[src/rtl/hbs_pkg.sv]
`default_nettype none
package hbs_pkg;

    localparam int GRID_BITS       = 8;
    localparam int COORD_FRAC_BITS = 8;

    localparam int H_W      = 24;
    localparam int DIM_W    = GRID_BITS + 1;
    localparam int CELL_W   = 10;
    localparam int CMP_W    = ((DIM_W > CELL_W) ? DIM_W : CELL_W) + 1;
    localparam int QRY_W    = 26;
    localparam int FRAC_W   = COORD_FRAC_BITS + 1;
    localparam int SCALE    = 1 << COORD_FRAC_BITS;
    localparam int COEF_W   = 16;
    localparam int COEF_ONE = 32768;
    localparam int PROD_W   = 42;
    localparam int GND_W    = 45;
    localparam int TOP_W    = H_W + COORD_FRAC_BITS + 2;
    localparam int ACC_W    = H_W + 2 * COORD_FRAC_BITS + 2;
    localparam int H_MAX    = 8388607;
    localparam int H_MIN    = -8388608;

    localparam int NUM_BANKS  = 4;
    localparam int BANK_AW    = 2 * GRID_BITS - 2;
    localparam int BANK_DEPTH = 1 << BANK_AW;
    localparam int ENTRY_W    = 2 * H_W;

    localparam int QUEUE_DEPTH = 4;
    localparam int QPTR_W      = 2;
    localparam int OUT_DEPTH   = 8;
    localparam int OPTR_W      = 3;

    localparam int S_TDATA_W = 184;
    localparam int M_TDATA_W = 24;
    localparam int TUSER_W   = 2;
    localparam int APB_AW    = 3;
    localparam int APB_DW    = 32;

    typedef enum logic [1:0] {
        OP_WRITE  = 2'd0,
        OP_GROUND = 2'd1,
        OP_FULL   = 2'd2,
        OP_POINT  = 2'd3
    } op_t;

    typedef enum logic {
        REG_GRID_WIDTH  = 1'b0,
        REG_GRID_HEIGHT = 1'b1
    } reg_idx_t;

    typedef struct packed {
        logic [DIM_W-1:0] width;
        logic [DIM_W-1:0] height;
    } grid_dims_t;

    typedef struct packed {
        op_t                        op;
        logic                       wr_en;
        logic [GRID_BITS-1:0]       x0;
        logic [GRID_BITS-1:0]       y0;
        logic [FRAC_W-1:0]          dx;
        logic [FRAC_W-1:0]          dy;
        logic signed [PROD_W-1:0]   p_base;
        logic signed [PROD_W-1:0]   p_add;
        logic signed [H_W-1:0]      river;
        logic signed [H_W-1:0]      extra;
    } q_entry_t;

endpackage
`default_nettype wire

[src/rtl/hbs_queue.sv]
`default_nettype none
module hbs_queue (
    input  wire                      aclk,
    input  wire                      aresetn,
    input  wire                      in_valid,
    output logic                     in_ready,
    input  wire  hbs_pkg::q_entry_t  in_data,
    output logic                     out_valid,
    input  wire                      out_pop,
    output hbs_pkg::q_entry_t        out_data
);

    hbs_pkg::q_entry_t              mem_reg [hbs_pkg::QUEUE_DEPTH];
    logic [hbs_pkg::QPTR_W-1:0]     wptr_reg, rptr_reg;
    logic [hbs_pkg::QPTR_W:0]       count_reg, count_next;
    logic                           push;

    assign in_ready  = count_reg < (hbs_pkg::QPTR_W+1)'(hbs_pkg::QUEUE_DEPTH);
    assign out_valid = count_reg != '0;
    assign out_data  = mem_reg[rptr_reg];
    assign push      = in_valid && in_ready;

    always_comb begin
        count_next = count_reg;
        if (push && !out_pop)      count_next = count_reg + 1'b1;
        else if (!push && out_pop) count_next = count_reg - 1'b1;
    end

    always_ff @(posedge aclk) begin
        if (!aresetn) begin
            wptr_reg  <= '0;
            rptr_reg  <= '0;
            count_reg <= '0;
        end else begin
            if (push)    wptr_reg <= wptr_reg + 1'b1;
            if (out_pop) rptr_reg <= rptr_reg + 1'b1;
            count_reg <= count_next;
        end
    end

    always_ff @(posedge aclk) begin
        if (push) begin
            mem_reg[wptr_reg] <= in_data;
        end
    end

endmodule
`default_nettype wire

[config.mk]
export PLATFORM = sky130hd
export DESIGN_NAME = hbs_queue
export DESIGN_NICKNAME = d
export VERILOG_FILES = /design/src/rtl/hbs_pkg.sv /design/src/rtl/hbs_queue.sv
export SDC_FILE = /design/constraint.sdc
export NUM_CORES = 1
export LEC_CHECK = 0
export ABC_AREA = 1
export BUFFER_PORTS_ARGS = -buffer_cell sky130_fd_sc_hd__buf_2
export CAP_MARGIN = 20
export CORE_ASPECT_RATIO = 0.75
export CORE_MARGIN = 4
export CORE_UTILIZATION = 40
export CTS_CLUSTER_SIZE = 30
export DETAILED_ROUTE_END_ITERATION = 6
export SLEW_MARGIN = 0
export SYNTH_ARGS = -nofsm -noshare
export SYNTH_HDL_FRONTEND = slang
export SYNTH_SLANG_ARGS = --single-unit
export TNS_END_PERCENT = 1
[constraint.sdc]
create_clock -name aclk -period 16.32 [get_ports aclk]
set_input_delay 1.632 -clock aclk [delete_from_list [all_inputs] [get_ports aclk]]
set_output_delay 1.632 -clock aclk [all_outputs]
set_load 0.005 [all_outputs]
==> results_dict.tcl <==
set metrics [dict create \
    outcome "finished, final reports clean" \
    cts_hold_buf 0 \
    hold_path.class "flip-flop to flip-flop" \
    stdcell_count 2891 \
    die_width_um 298 \
    worst_hold_slack_ns 0.433 \
    powerDensity_mw_per_mm2 134 \
    post_cts_buffers 0 \
    netlist.area_leader.share_pct 80.3 \
    criticalPathCategory "flip-flop to output port" \
    yosysMostFrequentCell "edfxtp_1" \
    required_ns 14.69 \
    crit_chain "buf_12, buf_4, o21ai_0, o22ai_1, buf_2" \
    io_pins 344 \
    setup_viol 0 \
    crit_fanout 191 \
    worst-slew-pin-transition_ns 1.04 \
    dp_hpwl_um 33800 \
    critPathSlowestCell "buf_4" \
    core_mm2 0.0623 \
    htree_levels 3 \
    synth_nets 1871 \
    r2r-start "count_reg[2]" \
    cts-root-buf "clkbuf_16" \
    fmax_ghz 0.185 \
    clock_sinks 685 \
    die-area_mm2 0.0674 \
    clock_latency_ns 0.59 \
    place.gp.congestion 0.755 \
    cts-resized-gates 0 \
    cap_violations 0 \
    crit_path_start_kind "flip-flop" \
    syn_inst 1692 \
    fin_setup_tns_ns 0 \
    fin_skew_ns 0.0138 \
    ys_dominant_reg_cell "edfxtp_1" \
    yosysUniqueCellTypes 19 \
    clk_pin_slew_worst_paths_ns 0.06 \
    rows 79 \
    cts_tree "yes" \
    track_usage_pct 16.9 \
    timing.rr.end "mem_reg[0][67]" \
    place_ws_ns 11.40 \
    rrSetupSlack_ns 13.29 \
    vias 15200 \
    setup_ws_ns 10.93 \
    cts_max_path_buffers 3 \
    drt_iter0_drc 1138 \
    drc 0 \
    avgSynthCellArea_um2 14.9 \
    port_buffers 343 \
    leakage_uw 0.0102 \
    async_flop_share_pct 0 \
    grt_max_degree 192 \
    die_h_um 226 \
    ys.warnings.count 0 \
    synth_seq_cells 685 \
    via_per_inst 5.26 \
    dr.pass1.iters 5 \
    synth_commonest_cells "676 x edfxtp_1, 348 x nor2_1, 193 x o21ai_0, 169 x o22ai_1, 151 x o21ai_1" \
    hold_viol_final 0 \
    post-route-period-util_pct 33.1 \
    synth_seq_area_share_pct 81.0 \
    grt-ovfl-total 0 \
    hold_path.startpoint "rptr_reg[1]" \
    start_util_pct 40.6 \
    worstRegToRegCells 5 \
    synth-edff-count 676 \
    endpoint_kind "output port" \
    ant_nets 0 \
    synth_area_mm2 0.0253 \
    synth_area_leader_cell "edfxtp_1" \
    drive_gt1_share_pct 22.4 \
    drv_slew 0 \
    nets 2194 \
    ir_drop_mv 0.0727 \
    grt_antenna_before_repair 18 \
    max_stage_delay_ns 0.86 \
    synth_area_leaders "edfxtp_1 80%, nor2_1 5.2%, o22ai_1 4.2%, o21ai_0 3.8%, o21ai_1 3.0%" \
    dp_cells 2756 \
    largest_reg_flops 676 \
    rsz0062_at_grt "no" \
    grt_pass1_vias 14900 \
    syn_to_final_growth_pct 18.3 \
    routed_wirelength_um 58800 \
    whs_path_depth 1 \
    arrival_ns 3.76 \
    finalCriticalPeriod_ns 5.39 \
    grt_pass1_wl_um 88100 \
    relSlewSlack_pct 30.4 \
    finish.utilization_pct 48.0 \
    cts-buffers-inserted 67 \
    wl_per_cell_um 20.3 \
]
-- stage by stage --
stage | area [um2] | power (uW)
after floorplan | 25300 | 2370
after global placement | 27700 | 2530
after detailed placement | 27700 | 2540
after CTS | 29900 | 4060
after global routing | 29900 | 4180
final | 29900 | 4010
-- routing by layer --
layer,routed length (um),global-route usage (%),vias up
li1,-,-,7096
met1,25100,22.6,7612
met2,27900,27.0,395
met3,4250,5.06,101
met4,1420,5.08,16
met5,103,0,-
-- placed cells by master, fill, tap and decap left out, drive strengths merged --
| master | count |
|---|---|
| a21oi | 4 |
| nand4 | 1 |
| clkinvlp | 2 |
| clkbuf | 82 |
| nand3 | 1 |
| clkinv | 30 |
| fa | 1 |
| nand2 | 7 |
| o22ai | 169 |
| inv | 17 |
| nor2 | 348 |
| ha | 5 |
| bufinv | 7 |
| dfxtp | 9 |
| diode | 13 |
| o21ai | 344 |
| edfxtp | 676 |
| buf | 365 |
-- worst max-delay path: cells and delay by family (launching register included) --
kind / cells / cell delay, ns
AOI/OAI and AO/OA: 2 / 0.57
buffers and inverters: 3 / 1.63
DFF: 1 / 0.76
-- where the power goes --
group / total, uW / internal [uW] / switching [uW] / leakage (uW)
clock: 1510 / 881 / 631 / 0.00105
combinational: 394 / 126 / 268 / 0.00294
sequential: 2100 / 2070 / 30.8 / 0.00626
-- area by class of cell --
| class | instances | area [um2] |
|---|---|---|
| fillers | 5304 | 32400 |
| flip-flops and latches | 685 | 20500 |
| multi-input cells | 880 | 4260 |
| repair buffers | 365 | 1890 |
| clock buffers | 82 | 1750 |
| well taps | 810 | 1010 |
| clock inverters | 40 | 404 |
| inverters | 16 | 75.1 |
| diodes | 13 | 32.5 |
-- logic make-up (layout without fill, tap and decap cells) --
| logic type | Yosys count | after routing | share of synthesized area [%] |
|---|---|---|---|
| other | 0 | 13 | 0 |
| AOI/OAI and AO/OA | 517 | 517 | 11.1 |
| adders and majority gates | 6 | 6 | 0.327 |
| DFF | 685 | 685 | 81.0 |
| and+or+nand+nor | 357 | 357 | 5.31 |
| buffers and inverters | 127 | 503 | 2.32 |
-- worst max path at each step --
stage	depth (start not counted)	slack, ns	from	endpoint
after global routing	6	10.57	flip-flop	out_data[75]
after CTS	6	10.76	flip-flop	out_data[77]
after detailed placement	6	11.40	flip-flop	out_data[77]
after floorplan	2	6.81	in_valid	mem_reg[0][0]
final	5	10.93	flip-flop	out_data[94]
after global placement	6	11.52	flip-flop	out_data[89]
No activity file was read; power rests on OpenSTA's default activity.
