<file path="src/rtl/hbs_pkg.sv">
`default_nettype none
package hbs_pkg;

    localparam int GRID_BITS       = 8;
    localparam int COORD_FRAC_BITS = 8;

    localparam int H_W      = 24;
    localparam int DIM_W    = GRID_BITS + 1;
    localparam int CELL_W   = 10;
    localparam int CMP_W    = ((DIM_W > CELL_W) ? DIM_W : CELL_W) + 1;
    localparam int QRY_W    = 26;
    localparam int FRAC_W   = COORD_FRAC_BITS + 1;
    localparam int SCALE    = 1 << COORD_FRAC_BITS;
    localparam int COEF_W   = 16;
    localparam int COEF_ONE = 32768;
    localparam int PROD_W   = 42;
    localparam int GND_W    = 45;
    localparam int TOP_W    = H_W + COORD_FRAC_BITS + 2;
    localparam int ACC_W    = H_W + 2 * COORD_FRAC_BITS + 2;
    localparam int H_MAX    = 8388607;
    localparam int H_MIN    = -8388608;

    localparam int NUM_BANKS  = 4;
    localparam int BANK_AW    = 2 * GRID_BITS - 2;
    localparam int BANK_DEPTH = 1 << BANK_AW;
    localparam int ENTRY_W    = 2 * H_W;

    localparam int QUEUE_DEPTH = 4;
    localparam int QPTR_W      = 2;
    localparam int OUT_DEPTH   = 8;
    localparam int OPTR_W      = 3;

    localparam int S_TDATA_W = 184;
    localparam int M_TDATA_W = 24;
    localparam int TUSER_W   = 2;
    localparam int APB_AW    = 3;
    localparam int APB_DW    = 32;

    typedef enum logic [1:0] {
        OP_WRITE  = 2'd0,
        OP_GROUND = 2'd1,
        OP_FULL   = 2'd2,
        OP_POINT  = 2'd3
    } op_t;

    typedef enum logic {
        REG_GRID_WIDTH  = 1'b0,
        REG_GRID_HEIGHT = 1'b1
    } reg_idx_t;

    typedef struct packed {
        logic [DIM_W-1:0] width;
        logic [DIM_W-1:0] height;
    } grid_dims_t;

    typedef struct packed {
        op_t                        op;
        logic                       wr_en;
        logic [GRID_BITS-1:0]       x0;
        logic [GRID_BITS-1:0]       y0;
        logic [FRAC_W-1:0]          dx;
        logic [FRAC_W-1:0]          dy;
        logic signed [PROD_W-1:0]   p_base;
        logic signed [PROD_W-1:0]   p_add;
        logic signed [H_W-1:0]      river;
        logic signed [H_W-1:0]      extra;
    } q_entry_t;

endpackage
`default_nettype wire

</file>
<file path="src/rtl/hbs_front.sv">
`default_nettype none
module hbs_front (
    input  wire                                  aclk,
    input  wire                                  aresetn,
    input  wire  hbs_pkg::grid_dims_t            dims,
    input  wire                                  s_tvalid,
    output logic                                 s_tready,
    input  wire  [hbs_pkg::S_TDATA_W-1:0]        s_tdata,
    input  wire  [hbs_pkg::TUSER_W-1:0]          s_tuser,
    output logic                                 q_valid,
    input  wire                                  q_ready,
    output hbs_pkg::q_entry_t                    q_data
);

    logic                       valid_reg;
    hbs_pkg::q_entry_t          entry_reg;
    hbs_pkg::q_entry_t          entry_next;

    logic signed [hbs_pkg::CELL_W-1:0] cell_x, cell_y;
    logic signed [hbs_pkg::H_W-1:0]    base_h, add_h, river_h, extra_h, qx, qy;
    logic [hbs_pkg::COEF_W-1:0]        coeff, c_sat;
    logic signed [17:0]                c_wgt;

    logic signed [hbs_pkg::CMP_W-1:0]  cxs, cys, ws, hs;
    logic                              in_grid;
    logic [hbs_pkg::GRID_BITS-1:0]     px, py;

    logic signed [hbs_pkg::QRY_W-1:0]  qxe, qye, flx, fly, w2, h2, cxq, cyq, dxf, dyf;
    logic [hbs_pkg::FRAC_W-1:0]        dx, dy;

    assign cell_x  = s_tdata[9:0];
    assign cell_y  = s_tdata[19:10];
    assign base_h  = s_tdata[43:20];
    assign coeff   = s_tdata[59:44];
    assign add_h   = s_tdata[83:60];
    assign river_h = s_tdata[107:84];
    assign extra_h = s_tdata[131:108];
    assign qx      = s_tdata[155:132];
    assign qy      = s_tdata[179:156];

    always_comb begin
        // ground products: base*c and add*(1 - 2c), c saturated at one
        c_sat = (coeff > hbs_pkg::COEF_W'(hbs_pkg::COEF_ONE)) ?
                hbs_pkg::COEF_W'(hbs_pkg::COEF_ONE) : coeff;
        c_wgt = $signed(18'(hbs_pkg::COEF_ONE)) - $signed({1'b0, c_sat, 1'b0});

        // write bounds and point clamp
        cxs = hbs_pkg::CMP_W'(cell_x);
        cys = hbs_pkg::CMP_W'(cell_y);
        ws  = $signed(hbs_pkg::CMP_W'(dims.width));
        hs  = $signed(hbs_pkg::CMP_W'(dims.height));
        in_grid = (cxs >= 0) && (cxs < ws) && (cys >= 0) && (cys < hs);
        if (cxs < 0)            px = '0;
        else if (cxs > ws - 1)  px = hbs_pkg::GRID_BITS'(ws - 1);
        else                    px = hbs_pkg::GRID_BITS'(cxs);
        if (cys < 0)            py = '0;
        else if (cys > hs - 1)  py = hbs_pkg::GRID_BITS'(hs - 1);
        else                    py = hbs_pkg::GRID_BITS'(cys);

        // query cell and fraction
        qxe = hbs_pkg::QRY_W'(qx);
        qye = hbs_pkg::QRY_W'(qy);
        flx = qxe >>> hbs_pkg::COORD_FRAC_BITS;
        fly = qye >>> hbs_pkg::COORD_FRAC_BITS;
        w2  = $signed(hbs_pkg::QRY_W'(dims.width)) - 2;
        h2  = $signed(hbs_pkg::QRY_W'(dims.height)) - 2;
        if (flx < 0)        cxq = '0;
        else if (flx > w2)  cxq = w2;
        else                cxq = flx;
        if (fly < 0)        cyq = '0;
        else if (fly > h2)  cyq = h2;
        else                cyq = fly;
        dxf = qxe - (cxq <<< hbs_pkg::COORD_FRAC_BITS);
        dyf = qye - (cyq <<< hbs_pkg::COORD_FRAC_BITS);
        if (dxf < 0)                                   dx = '0;
        else if (dxf > hbs_pkg::QRY_W'(hbs_pkg::SCALE)) dx = hbs_pkg::FRAC_W'(hbs_pkg::SCALE);
        else                                           dx = hbs_pkg::FRAC_W'(dxf);
        if (dyf < 0)                                   dy = '0;
        else if (dyf > hbs_pkg::QRY_W'(hbs_pkg::SCALE)) dy = hbs_pkg::FRAC_W'(hbs_pkg::SCALE);
        else                                           dy = hbs_pkg::FRAC_W'(dyf);

        entry_next        = '0;
        entry_next.op     = hbs_pkg::op_t'(s_tuser[1:0]);
        entry_next.dx     = dx;
        entry_next.dy     = dy;
        entry_next.p_base = base_h * $signed({1'b0, c_sat});
        entry_next.p_add  = add_h * c_wgt;
        entry_next.river  = river_h;
        entry_next.extra  = extra_h;
        case (entry_next.op)
            hbs_pkg::OP_WRITE: begin
                entry_next.wr_en = in_grid;
                entry_next.x0    = cell_x[hbs_pkg::GRID_BITS-1:0];
                entry_next.y0    = cell_y[hbs_pkg::GRID_BITS-1:0];
            end
            hbs_pkg::OP_POINT: begin
                entry_next.x0 = px;
                entry_next.y0 = py;
            end
            default: begin
                entry_next.x0 = hbs_pkg::GRID_BITS'(cxq);
                entry_next.y0 = hbs_pkg::GRID_BITS'(cyq);
            end
        endcase
    end

    assign s_tready = !valid_reg || q_ready;
    assign q_valid  = valid_reg;
    assign q_data   = entry_reg;

    always_ff @(posedge aclk) begin
        if (!aresetn) begin
            valid_reg <= 1'b0;
        end else if (s_tready) begin
            valid_reg <= s_tvalid;
        end
    end

    always_ff @(posedge aclk) begin
        if (s_tready && s_tvalid) begin
            entry_reg <= entry_next;
        end
    end

endmodule
`default_nettype wire

</file>
<file path="config.mk">
export PLATFORM = sky130hd
export DESIGN_NAME = hbs_front
export DESIGN_NICKNAME = d
export VERILOG_FILES = /design/src/rtl/hbs_pkg.sv /design/src/rtl/hbs_front.sv
export SDC_FILE = /design/constraint.sdc
export NUM_CORES = 2
export LEC_CHECK = 0
export BUFFER_PORTS_ARGS = -buffer_cell sky130_fd_sc_hd__clkbuf_2
export CAP_MARGIN = 0
export CORE_MARGIN = 3
export CORE_UTILIZATION = 50
export CTS_BUF_LIST = sky130_fd_sc_hd__clkbuf_4 sky130_fd_sc_hd__clkbuf_8
export DETAILED_ROUTE_END_ITERATION = 10
export GPL_ROUTABILITY_DRIVEN = 0
export PLACE_DENSITY = 0.78
export SLEW_MARGIN = 20
export SYNTH_ARGS = -nofsm -noshare
export SYNTH_HDL_FRONTEND = slang
export SYNTH_SLANG_ARGS = --single-unit
</file>
<file path="constraint.sdc">
create_clock -name aclk -period 9.6 [get_ports aclk]
set_clock_uncertainty 0.15 [all_clocks]
set_input_delay 0.48 -clock aclk [delete_from_list [all_inputs] [get_ports aclk]]
set_output_delay 0.48 -clock aclk [all_outputs]
set_load 0.005 [all_outputs]
</file>
==> results.rst <==
.. list-table::
   :header-rows: 1

   * - Metric
     - Value
   * - Buffers on Ports
     - 373
   * - CP max FO
     - 16
   * - Seq cells post-synth
     - 168
   * - Source of the worst hold timing path
     - s_tdata[179]
   * - Period utilization
     - 93.8%
   * - Cell occurring most often along the worst timing path
     - sky130_fd_sc_hd__fa_1
   * - Drt total wl
     - 103000 µm
   * - Placeable core region
     - 77600 µm²
   * - Number of buffers inserted by post-CTS setup repair
     - 0
   * - Instance count of the mapped netlist
     - 4260
   * - Final TNS setup
     - 0 ns
   * - Area share of the leading cell type in the synthesized netlist
     - 39.7%
   * - Count of synthesis-stage warnings from yosys
     - 0
   * - Data arrival time at the worst-slack endpoint
     - 9.19 ns
   * - Number of filler cells placed in the layout
     - 6758
   * - Prevailing post-synth register cell
     - sky130_fd_sc_hd__edfxtp_1
   * - Number of endpoints with negative hold slack in the final report
     - 0
   * - Number of antenna violations at the first check in global routing
     - 15
   * - Commonest non-fill, non-tap cell in the layout
     - sky130_fd_sc_hd__inv_1
   * - Capture instance of the worst register-to-register path
     - q_data[84]
   * - Count of TritonRoute iterations in the first routing pass
     - 8
   * - Pre-CTS setup slack
     - 0.151 ns
   * - Largest area contributor in the synthesized netlist
     - sky130_fd_sc_hd__fa_1
   * - Number of remaining DRC errors
     - 0
   * - Transition time of the tightest slew-check pin
     - 1.09 ns
   * - WL per Instance
     - 18.2 µm
   * - Number of buffers between clock root and the deepest sink
     - 2
   * - Number of cells on the worst reg-to-reg path
     - 3
   * - Clock period minus worst slack
     - 9.01 ns
   * - Starting DRC count in detailed routing
     - 2024
   * - Fraction of final layout cells with drive strength greater than 1
     - 10.9%
   * - Latest clock arrival within the worst-skew pair
     - 0.61 ns
   * - Maximum number of pins on one net before global-route repair
     - 70
   * - Reg2Reg Launch Point
     - q_valid
   * - CP endpoint kind
     - flop
   * - Overall die width
     - 286 µm
   * - Number of top-level pins
     - 379
   * - Global route overflow
     - 0
   * - Overall global routing resource usage
     - 26.3%
   * - Layout overhead on the synthesized area
     - 10.5%
   * - CTS tree
     - built
   * - Total setup violations reported at the end of the flow
     - 0
   * - Crit Path Class
     - primary input to flop
   * - Cell Count Post-Placement
     - 5558
   * - Count of maximum capacitance violations
     - 0
   * - Critical Path Start
     - s_tdata[45]
   * - Clock sink count
     - 168
   * - Resize count post-CTS
     - 0
   * - Result of the run
     - finished clean
   * - Synthesized area divided by synthesized cell count
     - 9.22 µm²
   * - Number of pins with negative max-slew slack in the final report
     - 0
   * - Post-synth EDFFs
     - 167
   * - Starting Density
     - 50.6%
   * - Floorplan row count
     - 102
   * - Kind of cell adding the most delay to the critical path
     - adder cells
   * - Seq/Total Area, Yosys
     - 12.8%
   * - Req. time, crit path
     - 9.78 ns
   * - Type of element launching the critical path
     - primary input
   * - Hold path endpoint
     - q_data[140]
   * - Mapped Nets
     - 5582
   * - CP bufs+invs
     - 5
   * - Clock buffers created by TritonCTS
     - 17
   * - Worst hold-check path type
     - primary input to flop
   * - Number of nets at the end of the flow
     - 5924
   * - Via count of the first global-routing pass
     - 33.0k
   * - Register area
     - 5030 µm²
   * - Count of vias placed by the detailed router
     - 30.5k
   * - Area used by multi-input combinational logic
     - 29800 µm²
   * - Tightest slew margin relative to the limit
     - 26.7%
   * - Library cell contributing the largest single delay on the critical path
     - sky130_fd_sc_hd__xnor2_2
   * - Unrepaired setup endpoints after global routing
     - false
   * - Min-Delay Path Depth
     - 2
   * - Async set-reset flop share out of synthesis
     - 0%
   * - Fin cells
     - 5670
   * - Critical Path Max Stage Delay
     - 0.83 ns
   * - Top library cells by usage in the layout, fill and taps aside
     - sky130_fd_sc_hd__inv_1, sky130_fd_sc_hd__fa_1, sky130_fd_sc_hd__nand2_1, sky130_fd_sc_hd__clkbuf_2, sky130_fd_sc_hd__ha_1
   * - Clock edge transition at the registers on the reported setup and hold paths
     - 0.14 ns
   * - Number of vias per cell after detailed routing
     - 5.37
   * - Height of the die
     - 286 µm
   * - Setup slack, reg-to-reg
     - 6.95 ns
   * - Htree depth
     - 4
   * - Overall die area
     - 81900 µm²
   * - Cell variety after synth
     - 75
   * - First-pass GRT wire length
     - 170000 µm
   * - Setup ws final
     - 0.591 ns
   * - Number of nets with antenna violations after routing
     - 0
   * - Root Buffer
     - sky130_fd_sc_hd__clkbuf_8
   * - Largest cells by area after synthesis
     - sky130_fd_sc_hd__fa_1, sky130_fd_sc_hd__edfxtp_1, sky130_fd_sc_hd__ha_1, sky130_fd_sc_hd__inv_1, sky130_fd_sc_hd__nand2_1
   * - Post-synthesis instance area
     - 39300 µm²
   * - Max Freq
     - 111 MHz
   * - Post-DP HPWL
     - 82500 µm
==> synth_stat cells, types with 14 or more instances <==
| cell | number |
|---|---|
| sky130_fd_sc_hd__a211oi_1 | 29 |
| sky130_fd_sc_hd__a21o_1 | 45 |
| sky130_fd_sc_hd__a21oi_1 | 123 |
| sky130_fd_sc_hd__and2_1 | 290 |
| sky130_fd_sc_hd__and3_1 | 25 |
| sky130_fd_sc_hd__clkbuf_1 | 138 |
| sky130_fd_sc_hd__edfxtp_1 | 167 |
| sky130_fd_sc_hd__fa_1 | 779 |
| sky130_fd_sc_hd__ha_1 | 335 |
| sky130_fd_sc_hd__inv_1 | 1039 |
| sky130_fd_sc_hd__nand2_1 | 575 |
| sky130_fd_sc_hd__nand2b_1 | 27 |
| sky130_fd_sc_hd__nand3_1 | 32 |
| sky130_fd_sc_hd__nand4_1 | 19 |
| sky130_fd_sc_hd__nor2_1 | 128 |
| sky130_fd_sc_hd__nor2b_1 | 34 |
| sky130_fd_sc_hd__nor3_1 | 33 |
| sky130_fd_sc_hd__nor4_1 | 15 |
| sky130_fd_sc_hd__o211ai_1 | 17 |
| sky130_fd_sc_hd__o21a_1 | 38 |
| sky130_fd_sc_hd__o21ai_0 | 59 |
| sky130_fd_sc_hd__o21bai_1 | 16 |
| sky130_fd_sc_hd__or2_2 | 14 |
| sky130_fd_sc_hd__xnor2_1 | 107 |
| sky130_fd_sc_hd__xor2_1 | 26 |
==> metrics by stage <==
stage          utilization, %  area (µm²)  hold WS [ns]
3_3_place_gp             54.4       42200         0.479
2_1_floorplan               -       39300         0.387
4_1_cts                  55.8       43300       0.00672
3_5_place_dp             54.4       42200         0.491
6_report                 55.9       43400        0.0634
5_1_grt                  55.9       43300        0.0374
==> routing by layer <==
metal	wire length, µm	GRT usage (%)	up-vias	share of wire (%)
li1	-	-	13600	-
met2	49300	43.8	1250	48
met3	8320	5.49	266	8.1
met5	46	0	-	0.045
met1	40700	33.4	15300	39
met4	4670	11.3	6	4.5
==> cell type report <==
cell class                 instances  share of cell area [%]
antenna                           15                  0.0865
clock buffer                      17                   0.539
clock inverter                    15                   0.470
inverter                        1039                    8.99
multi-input combinational       2896                    68.8
sequential                       168                    11.6
tap                             1040                    3.00
timing repair buffer             480                    6.53
==> worst max-delay path by stage <==
| stage | slack, ns | cells past startpoint | end |
|---|---|---|---|
| 2_1_floorplan | 1.12 | 34 | q_data[88] |
| 3_3_place_gp | 0.33 | 32 | q_data[89] |
| 3_5_place_dp | 0.15 | 32 | q_data[89] |
| 4_1_cts | 0.81 | 32 | q_data[89] |
| 5_1_grt | 0.20 | 32 | q_data[89] |
| 6_report | 0.59 | 32 | q_data[89] |
==> cell families after synthesis <==
logic type,synth area share [%]
and+or+nand+nor,15.0
buffers and inverters,11.5
adders and majority gates,50.4
AOI/OAI and AO/OA,7.02
DFF,12.8
xor gates and xnor gates,2.97
muxes,0.325
other,0.00955
==> sequential cells by signal, indices dropped and copies added, names as in the netlist <==
name	flops
q_data	167
q_valid	1
==> repair_timing <==
item,4_1_cts,5_1_grt
hold buffers,65,0
endpoints found under the hold margin,64,0
endpoints found under the setup margin,0,0
Power is not shown: default switching activity piles up to over one toggle a cycle in this logic, so the estimate is an artifact.
